$ cat config.mk
export PLATFORM = sky130hd
export DESIGN_NAME = prime_field_mod_alu
export DESIGN_NICKNAME = d
export VERILOG_FILES = /design/src/design/pfma_pkg.sv /design/src/design/pfma_front.sv /design/src/design/pfma_fifo.sv /design/src/design/pfma_back.sv /design/src/design/prime_field_mod_alu.sv
export VERILOG_INCLUDE_DIRS = /design/src /design/src/design
export SDC_FILE = /design/constraint.sdc
export NUM_CORES = 2
export LEC_CHECK = 0
export ABC_AREA = 1
export BUFFER_PORTS_ARGS = -buffer_cell sky130_fd_sc_hd__buf_2
export CAP_MARGIN = 25
export CORE_MARGIN = 3
export CORE_UTILIZATION = 61
export DETAILED_ROUTE_END_ITERATION = 8
export PLACE_DENSITY = 0.78
export SLEW_MARGIN = 20
export SYNTH_ARGS = -nofsm -noshare
export SYNTH_HDL_FRONTEND = slang
export SYNTH_HIERARCHICAL = 1
export SYNTH_SLANG_ARGS = --single-unit
$ cat constraint.sdc
create_clock -name clk -period 24.7 [get_ports clk]
set_input_delay 1.235 -clock clk [delete_from_list [all_inputs] [get_ports clk]]
set_output_delay 1.235 -clock clk [all_outputs]
set_load 0.005 [all_outputs]
$ cat src/design/prime_field_mod_alu_assert.svh
// ---------------------------------------------------------------------------
// prime_field_mod_alu assertion macros
// Shared property wrappers, clocked on clk and disabled during rst.
// ---------------------------------------------------------------------------
`ifndef PRIME_FIELD_MOD_ALU_ASSERT_SVH
`define PRIME_FIELD_MOD_ALU_ASSERT_SVH

// same-cycle implication
`define PFMA_ASSERT_SAME(lbl, ante, cons, msg) \
  lbl: assert property (@(posedge clk) disable iff (rst) (ante) |-> (cons)) \
    else $error(msg);

// next-cycle implication
`define PFMA_ASSERT_NEXT(lbl, ante, cons, msg) \
  lbl: assert property (@(posedge clk) disable iff (rst) (ante) |=> (cons)) \
    else $error(msg);

`endif

$ cat src/design/pfma_pkg.sv
// ---------------------------------------------------------------------------
// pfma_pkg
// Widths, field constants, opcodes and job types for the prime field ALU.
// ---------------------------------------------------------------------------
package pfma_pkg;

  localparam int FUNC_W = 3;
  localparam int RES_W  = 30;
  localparam int B_W    = 31;
  localparam int EXP_W  = 31;
  localparam int MULT_W = 31;
  localparam int PROD_W = 2 * MULT_W;
  localparam int RED_W  = 32;

  localparam int EXP_BITS_DEF    = 31;
  localparam int QUEUE_DEPTH_DEF = 2;

  localparam logic [RES_W-1:0]  MODULUS    = 30'd1000000007;
  localparam logic [RED_W-1:0]  TWICE_MOD  = 32'd2000000014;
  // floor(2^60 / MODULUS)
  localparam logic [MULT_W-1:0] BARRETT_MU = 31'd1152921496;
  localparam logic [EXP_W-1:0]  FERMAT_EXP = 31'd1000000005;

  localparam logic [FUNC_W-1:0] OP_ADD = 3'd0;
  localparam logic [FUNC_W-1:0] OP_SUB = 3'd1;
  localparam logic [FUNC_W-1:0] OP_MUL = 3'd2;
  localparam logic [FUNC_W-1:0] OP_POW = 3'd3;
  localparam logic [FUNC_W-1:0] OP_INV = 3'd4;

  // Every operation reduces to: acc * base^expo.
  typedef struct packed {
    logic [RES_W-1:0] acc;
    logic [RES_W-1:0] base;
    logic [EXP_W-1:0] expo;
    logic             err;
  } pfma_job_t;

  typedef struct packed {
    logic full;
    logic empty;
  } pfma_qstat_t;

  function automatic logic [EXP_W-1:0] exp_mask(input int bits);
    logic [EXP_W-1:0] m;
    for (int i = 0; i < EXP_W; i++) m[i] = (i < bits);
    return m;
  endfunction

endpackage

$ cat src/design/pfma_front.sv
// ---------------------------------------------------------------------------
// pfma_front
// Accepts requests, checks operands, does add/subtract and turns the rest
// into exponentiation jobs for the back end.
// ---------------------------------------------------------------------------
module pfma_front import pfma_pkg::*; #(
  parameter int EXP_BITS = EXP_BITS_DEF
) (
  input  logic              clk,
  input  logic              rst,
  input  logic              in_valid,
  output logic              in_stall,
  input  logic [FUNC_W-1:0] func,
  input  logic [RES_W-1:0]  operand_a,
  input  logic [B_W-1:0]    operand_b,
  input  pfma_qstat_t       qstat,
  output logic              push,
  output pfma_job_t         push_job
);

  localparam logic [EXP_W-1:0] EMASK = exp_mask(EXP_BITS);

  logic             held;
  pfma_job_t        job;
  pfma_job_t        job_next;
  logic             a_ok;
  logic             b_ok;
  logic [B_W-1:0]   sum;
  logic [B_W-1:0]   diff;
  logic [RES_W-1:0] add_res;
  logic [RES_W-1:0] sub_res;

  assign in_stall = held && qstat.full;
  assign push     = held && !qstat.full;
  assign push_job = job;

  assign a_ok = operand_a < MODULUS;
  assign b_ok = operand_b < {1'b0, MODULUS};

  // both operands below the modulus here, so one correction suffices
  assign sum     = {1'b0, operand_a} + operand_b;
  assign add_res = (sum >= {1'b0, MODULUS}) ? RES_W'(sum - {1'b0, MODULUS}) : sum[RES_W-1:0];
  assign diff    = ({1'b0, operand_a} >= operand_b) ? {1'b0, operand_a} - operand_b
                 : {1'b0, operand_a} + {1'b0, MODULUS} - operand_b;
  assign sub_res = diff[RES_W-1:0];

  always_comb begin
    job_next.acc  = '0;
    job_next.base = operand_a;
    job_next.expo = '0;
    job_next.err  = 1'b0;
    priority if (!a_ok) begin
      job_next.err = 1'b1;
    end else begin
      unique case (func)
        OP_ADD: begin
          if (b_ok) job_next.acc = add_res;
          else      job_next.err = 1'b1;
        end
        OP_SUB: begin
          if (b_ok) job_next.acc = sub_res;
          else      job_next.err = 1'b1;
        end
        OP_MUL: begin
          if (b_ok) begin
            job_next.acc  = operand_a;
            job_next.base = operand_b[RES_W-1:0];
            job_next.expo = EXP_W'(1);
          end else begin
            job_next.err = 1'b1;
          end
        end
        OP_POW: begin
          job_next.acc  = RES_W'(1);
          job_next.expo = EXP_W'(operand_b) & EMASK;
        end
        OP_INV: begin
          if (operand_a == '0) begin
            job_next.err = 1'b1;
          end else begin
            job_next.acc  = RES_W'(1);
            job_next.expo = FERMAT_EXP;
          end
        end
        default: job_next.err = 1'b1;
      endcase
    end
  end

  always_ff @(posedge clk) begin
    if (rst) begin
      held <= 1'b0;
    end else begin
      if (in_valid && !in_stall) begin
        held <= 1'b1;
        job  <= job_next;
      end else if (push) begin
        held <= 1'b0;
      end
    end
  end

endmodule

$ cat src/design/pfma_fifo.sv
// ---------------------------------------------------------------------------
// pfma_fifo
// Small register queue of jobs between the front and back ends.
// ---------------------------------------------------------------------------
module pfma_fifo import pfma_pkg::*; #(
  parameter int DEPTH = QUEUE_DEPTH_DEF
) (
  input  logic        clk,
  input  logic        rst,
  input  logic        push,
  input  pfma_job_t   push_job,
  input  logic        pop,
  output pfma_job_t   pop_job,
  output pfma_qstat_t qstat
);

  localparam int PTR_W = $clog2(DEPTH);
  localparam int CNT_W = $clog2(DEPTH + 1);

  pfma_job_t        entries [DEPTH];
  logic [PTR_W-1:0] wr_ptr;
  logic [PTR_W-1:0] rd_ptr;
  logic [CNT_W-1:0] count;

  assign qstat.full  = count == CNT_W'(DEPTH);
  assign qstat.empty = count == '0;
  assign pop_job     = entries[rd_ptr];

  always_ff @(posedge clk) begin
    if (push) entries[wr_ptr] <= push_job;
  end

  always_ff @(posedge clk) begin
    if (rst) begin
      wr_ptr <= '0;
      rd_ptr <= '0;
      count  <= '0;
    end else begin
      if (push) wr_ptr <= (wr_ptr == PTR_W'(DEPTH - 1)) ? '0 : wr_ptr + 1'b1;
      if (pop)  rd_ptr <= (rd_ptr == PTR_W'(DEPTH - 1)) ? '0 : rd_ptr + 1'b1;
      if (push && !pop)      count <= count + 1'b1;
      else if (pop && !push) count <= count - 1'b1;
    end
  end

endmodule

$ cat src/design/pfma_back.sv
// ---------------------------------------------------------------------------
// pfma_back
// Square-and-multiply engine: one shared 31x31 multiplier, Barrett-reduced
// products over three multiplier passes, and the result register.
// ---------------------------------------------------------------------------
module pfma_back import pfma_pkg::*; (
  input  logic             clk,
  input  logic             rst,
  input  pfma_qstat_t      qstat,
  input  pfma_job_t        pop_job,
  output logic             pop,
  output logic             out_valid,
  input  logic             out_stall,
  output logic [RES_W-1:0] result,
  output logic             error
);

  localparam logic [2:0] S_IDLE = 3'd0;
  localparam logic [2:0] S_PICK = 3'd1;
  localparam logic [2:0] S_M0   = 3'd2;
  localparam logic [2:0] S_M1   = 3'd3;
  localparam logic [2:0] S_M2   = 3'd4;
  localparam logic [2:0] S_M3   = 3'd5;
  localparam logic [2:0] S_DONE = 3'd6;

  logic [2:0]        state;
  logic [RES_W-1:0]  acc;
  logic [RES_W-1:0]  base;
  logic [EXP_W-1:0]  expo;
  logic              err;
  logic              sq;        // square phase of the current exponent bit
  logic              dest_base; // product goes to base, else to acc
  logic [PROD_W-1:0] prod;
  logic [RED_W-1:0]  xlo;
  logic [MULT_W-1:0] mul_a;
  logic [MULT_W-1:0] mul_b;
  logic [PROD_W-1:0] mul_p;
  logic [RED_W-1:0]  rdiff;
  logic [RED_W-1:0]  rfix;

  assign pop = (state == S_IDLE) && !qstat.empty;

  always_comb begin
    mul_a = '0;
    mul_b = '0;
    unique case (state)
      S_M0: begin
        mul_a = {1'b0, base};
        mul_b = dest_base ? {1'b0, base} : {1'b0, acc};
      end
      S_M1: begin
        mul_a = prod[2*RES_W-1:RES_W-1];
        mul_b = BARRETT_MU;
      end
      S_M2: begin
        mul_a = prod[PROD_W-1:RES_W+1];
        mul_b = {1'b0, MODULUS};
      end
      default: ;
    endcase
  end

  assign mul_p = {{(PROD_W-MULT_W){1'b0}}, mul_a} * {{(PROD_W-MULT_W){1'b0}}, mul_b};

  // Barrett estimate is short by at most two, so x - q*p < 3p fits 32 bits
  assign rdiff = xlo - prod[RED_W-1:0];
  always_comb begin
    priority if (rdiff >= TWICE_MOD)       rfix = rdiff - TWICE_MOD;
    else if (rdiff >= {2'b00, MODULUS})    rfix = rdiff - {2'b00, MODULUS};
    else                                   rfix = rdiff;
  end

  always_ff @(posedge clk) begin
    if (rst) begin
      state     <= S_IDLE;
      out_valid <= 1'b0;
    end else begin
      // S_DONE sets out_valid itself, so the clear stays out of that state
      if (out_valid && !out_stall && state != S_DONE) out_valid <= 1'b0;
      unique case (state)
        S_IDLE: begin
          if (!qstat.empty) begin
            acc   <= pop_job.acc;
            base  <= pop_job.base;
            expo  <= pop_job.expo;
            err   <= pop_job.err;
            sq    <= 1'b0;
            state <= S_PICK;
          end
        end
        S_PICK: begin
          priority if (expo == '0) begin
            state <= S_DONE;
          end else if (!sq) begin
            if (expo[0]) begin
              dest_base <= 1'b0;
              state     <= S_M0;
            end else begin
              sq <= 1'b1;
            end
          end else if (expo[EXP_W-1:1] == '0) begin
            // last bit: the final square is never used
            expo <= '0;
            sq   <= 1'b0;
          end else begin
            dest_base <= 1'b1;
            state     <= S_M0;
          end
        end
        S_M0: begin
          prod  <= mul_p;
          state <= S_M1;
        end
        S_M1: begin
          xlo   <= prod[RED_W-1:0];
          prod  <= mul_p;
          state <= S_M2;
        end
        S_M2: begin
          prod  <= mul_p;
          state <= S_M3;
        end
        S_M3: begin
          if (dest_base) begin
            base <= rfix[RES_W-1:0];
            expo <= expo >> 1;
            sq   <= 1'b0;
          end else begin
            acc <= rfix[RES_W-1:0];
            sq  <= 1'b1;
          end
          state <= S_PICK;
        end
        S_DONE: begin
          if (!out_valid || !out_stall) begin
            result    <= acc;
            error     <= err;
            out_valid <= 1'b1;
            state     <= S_IDLE;
          end
        end
        default: state <= S_IDLE;
      endcase
    end
  end

endmodule

$ cat src/design/prime_field_mod_alu.sv
// ---------------------------------------------------------------------------
// prime_field_mod_alu - add/sub/mul/pow/inverse modulo 1000000007
// pow/inverse run square-and-multiply over the exponent bits, each product a
// Barrett multiply on the one shared multiplier. A queue lets the front accept
// new requests while it has room and the back end works on earlier ones.
// Sync reset empties queue and output.
// ---------------------------------------------------------------------------
`include "prime_field_mod_alu_assert.svh"

module prime_field_mod_alu import pfma_pkg::*; #(
  parameter int EXP_BITS    = EXP_BITS_DEF,
  parameter int QUEUE_DEPTH = QUEUE_DEPTH_DEF
) (
  input  logic              clk,
  input  logic              rst,
  input  logic              in_valid,
  output logic              in_stall,
  input  logic [FUNC_W-1:0] func,
  input  logic [RES_W-1:0]  operand_a,
  input  logic [B_W-1:0]    operand_b,
  output logic              out_valid,
  input  logic              out_stall,
  output logic [RES_W-1:0]  result,
  output logic              error
);

  pfma_qstat_t qstat;
  pfma_job_t   push_job;
  pfma_job_t   pop_job;
  logic        push;
  logic        pop;

  pfma_front #(
    .EXP_BITS (EXP_BITS)
  ) u_front (
    .clk       (clk),
    .rst       (rst),
    .in_valid  (in_valid),
    .in_stall  (in_stall),
    .func      (func),
    .operand_a (operand_a),
    .operand_b (operand_b),
    .qstat     (qstat),
    .push      (push),
    .push_job  (push_job)
  );

  pfma_fifo #(
    .DEPTH (QUEUE_DEPTH)
  ) u_fifo (
    .clk      (clk),
    .rst      (rst),
    .push     (push),
    .push_job (push_job),
    .pop      (pop),
    .pop_job  (pop_job),
    .qstat    (qstat)
  );

  pfma_back u_back (
    .clk       (clk),
    .rst       (rst),
    .qstat     (qstat),
    .pop_job   (pop_job),
    .pop       (pop),
    .out_valid (out_valid),
    .out_stall (out_stall),
    .result    (result),
    .error     (error)
  );

  `PFMA_ASSERT_SAME(a_res_reduced, out_valid, result < MODULUS, "result not reduced")
  `PFMA_ASSERT_SAME(a_err_zero, out_valid && error, result == '0, "error with nonzero result")
  `PFMA_ASSERT_SAME(a_no_pop_empty, pop, !qstat.empty, "pop from empty queue")
  `PFMA_ASSERT_NEXT(a_push_fills, push && !pop, !qstat.empty, "queue empty after push")

endmodule

==> impl_metrics.ini <==
[clock_tree]
cts_buffer_depth = 3
htreeDepth = 2
cts-buffers-inserted = 48
cts.sinks = 505
clk_pin_slew_ns = 0.07
postCtsSetupBuffers = 0
cts_tree = yes
hold_buffers = 0
cts.repair.resized = 0
clk_latency_ns = 0.60
cts-root-buf = clkbuf_16

[sta]
hold_viol = 0
setup_violations = 0
min_period_ns = 10.63
fin_worst_skew_ns = 0.0370
rsz0062_at_grt = no
fin_crit_sh = 0.430
max_slew.worst_pin.slew_ns = 0.987
fin_ws_ns = 14.07
max_freq_mhz = 94.1
setup_tns_ns = 0
slew_headroom = 0.342
slew_viol_final = 0

[synth]
synthesis.area_um2 = 65900
yosys_most_used_dff = edfxtp_1
synth-seq-cells = 505
synth.top_cells.by_area = fa_1 26%, edfxtp_1 23%, nand2_1 13%
syn-instance-count = 8202
async_flop_share = 0
yosysTopAreaCellShare = 0.260
seq_area_frac_synth = 0.229
postSynthAreaPerCell_um2 = 8.04
ys_types = 62
yosys.area.top_type = fa_1
synth-edff-count = 495
ys.warnings.count = 6

[status]
status = finished, final reports clean

[floorplan]
dieHeight_um = 335
dieArea_um2 = 112000
ioPinCount = 101
row_count = 119
dieWidth_um = 335
start_util = 0.620
fp.coreArea_um2 = 106000

[routing]
dr.pass1.iters = 8
drtIter0Drc = 6280
ant_nets = 0
routed_wirelength_um = 214000
vias_per_cell = 5.78
routedWlPerCell_um = 22.3
num_vias = 55480
route.detailed.drc = 0

[pwr]
vdd_drop_max_mv = 0.0612
p_comb_frac = 0.476
swShare = 0.453
pwr-share-seq = 0.331
leakage_nw = 37.3
p_per_area_nw_per_um2 = 53.3
clock_power_share = 0.193
power_switching_w = 0.00168
intPower_w = 0.00203

[cells_and_area]
drive_gt1_frac = 0.0709
seqCellArea_um2 = 15100
nNetsFinal = 9483
fin_cells = 9599
fin_area_um2 = 69500
multiInputGateArea_um2 = 42300
fillers = 8994
area_growth_pct = 5.41

[global_route]
use_met1 = 0.535
grt_pass1_vias = 55617
grt_use_met2 = 0.593
grt_usage = 0.387
grt_use_met3 = 0.0908
grt_pass1_wl_um = 328000
grt_antenna_before_repair = 16
grt-ovfl-total = 0
grt-busiest-layer = met2
grt_max_degree = 72

[critical_path]
worstPathRequired_ns = 25.03
slowest_delay_ns = 0.69
worst-endpoint-arrival_ns = 10.96
critPathMostFrequentCell = fa_1
critPathMaxFanout = 30
endpoint_kind = flop
cp_slowest_cell = nor2_1
ff2ff_path_depth = 34
crit_type = flop to flop
cp-start-kind = flop

[job]
cap_violations = 0

[placement]
place_ws_ns = 13.84
dpl_cell_area_um2 = 67900
portBuffers = 100
gp_congestion = 1.07
dpl.hpwl_um = 171000
dp_cells = 9505

[hold_path]
hp-class = flop to flop
hold_path_depth = 0
per-stage QoR:
stage | hold slack [ns] | total power, W | utilization
floorplan | 0.400 | 0.00233 | -
global placement | 0.421 | 0.00291 | 0.638
detailed placement | 0.429 | 0.00294 | 0.639
CTS | 0.442 | 0.00365 | 0.653
global route | 0.450 | 0.00388 | 0.653
finish | 0.440 | 0.00371 | 0.654
kinds of logic (layout without fill, tap and decap cells):
group,Yosys count,count (layout),share of synthesized area
adders and majority gates,1248,1248,0.334
other,2,10,0.000114
AOI/OAI and AO/OA,647,647,0.0577
DFF,505,505,0.229
buffers and inverters,2303,2301,0.135
xor gates and xnor gates,148,148,0.0197
muxes,92,92,0.0203
and+or+nand+nor,3257,3257,0.204
Yosys cell counts (all sizes together) (30+ instances only):
cell	number
a21oi	268
edfxtp	495
buf	60
nand3	330
a31oi	52
o21ai	182
nor3	55
nor2	469
nand4	51
inv	2012
a22o	30
xor2	115
mux2	92
ha	392
clkbuf	225
fa	856
xnor2	33
nand2	2302
routing by layer:
layer	up-vias	wire, um
met3	606	25200
met5	-	86
li1	24719	-
met2	3254	93900
met4	14	10500
met1	26887	84600
cell usage in the layout (no fill, tap or decap), types with 13 or more instances in the layout:
cell type,instances
nand3_1,306
o21bai_1,19
o211ai_1,20
a31oi_1,40
fa_1,856
nand3_2,22
a21oi_1,253
a21o_1,18
nor2_4,17
nor4_1,28
inv_2,42
ha_1,392
nor3_1,49
xor2_1,115
nand2_1,2250
nor2_1,415
clkbuf_16,50
nor2_2,37
buf_4,92
mux2_4,80
clkinv_1,13
inv_1,1968
buf_2,101
xnor2_1,33
a221o_1,17
nand2_2,47
edfxtp_1,495
o21ai_0,155
o21ai_1,24
nand4_1,51
a22o_1,30
final timing paths:
path	from	end	slack, ns
max	u_back/state[1]	u_back/prod[56]	14.07
min	u_front/push_job[86]	u_fifo/entries[0][86]	0.44
max reg2reg	u_back/state[1]	u_back/prod[56]	14.07
min reg2reg	u_front/push_job[86]	u_fifo/entries[0][86]	0.44
sequential cells by signal (all words and copies together), names as in the netlist, named ones only:
register / flops
u_back/expo: 31
u_fifo/entries: 184
u_back/acc: 30
u_fifo/rd_ptr: 1
u_front/held: 1
u_back/dest_base: 1
u_fifo/wr_ptr: 1
u_back/err: 1
u_back/xlo: 32
u_back/state: 3
u_back/sq: 1
u_back/out_valid: 1
u_back/error: 1
u_back/base: 30
u_fifo/count: 2
u_back/result: 30
u_back/prod: 62
u_front/push_job: 92
power by group through the flow:
stage | Combinational, W | Clock (W) | Sequential (W)
after floorplan | 0.00117 | 0 | 0.00117
after global placement | 0.00167 | 0 | 0.00123
after detailed placement | 0.00170 | 0 | 0.00124
after CTS | 0.00171 | 0.000721 | 0.00122
after global routing | 0.00189 | 0.000756 | 0.00123
final | 0.00176 | 0.000717 | 0.00123
final cells by class:
cell class                 count  area share
antenna                        4    0.000144
clock buffer                  60      0.0185
inverter                    2018       0.109
clock inverter                27     0.00312
sequential                   505       0.217
multi-input combinational   5398       0.609
timing repair buffer         196      0.0183
tap                         1391      0.0251
worst max-delay path: cells and delay by family, from the launching register on:
family / cells / cell delay, ns
buf+inv: 10 / 1.97
xor+xnor: 1 / 0.15
compound gates: 4 / 0.90
simple gates: 10 / 2.38
fa+ha+maj: 9 / 4.52
flops: 1 / 0.38
Power figures use the tool's default switching activity.
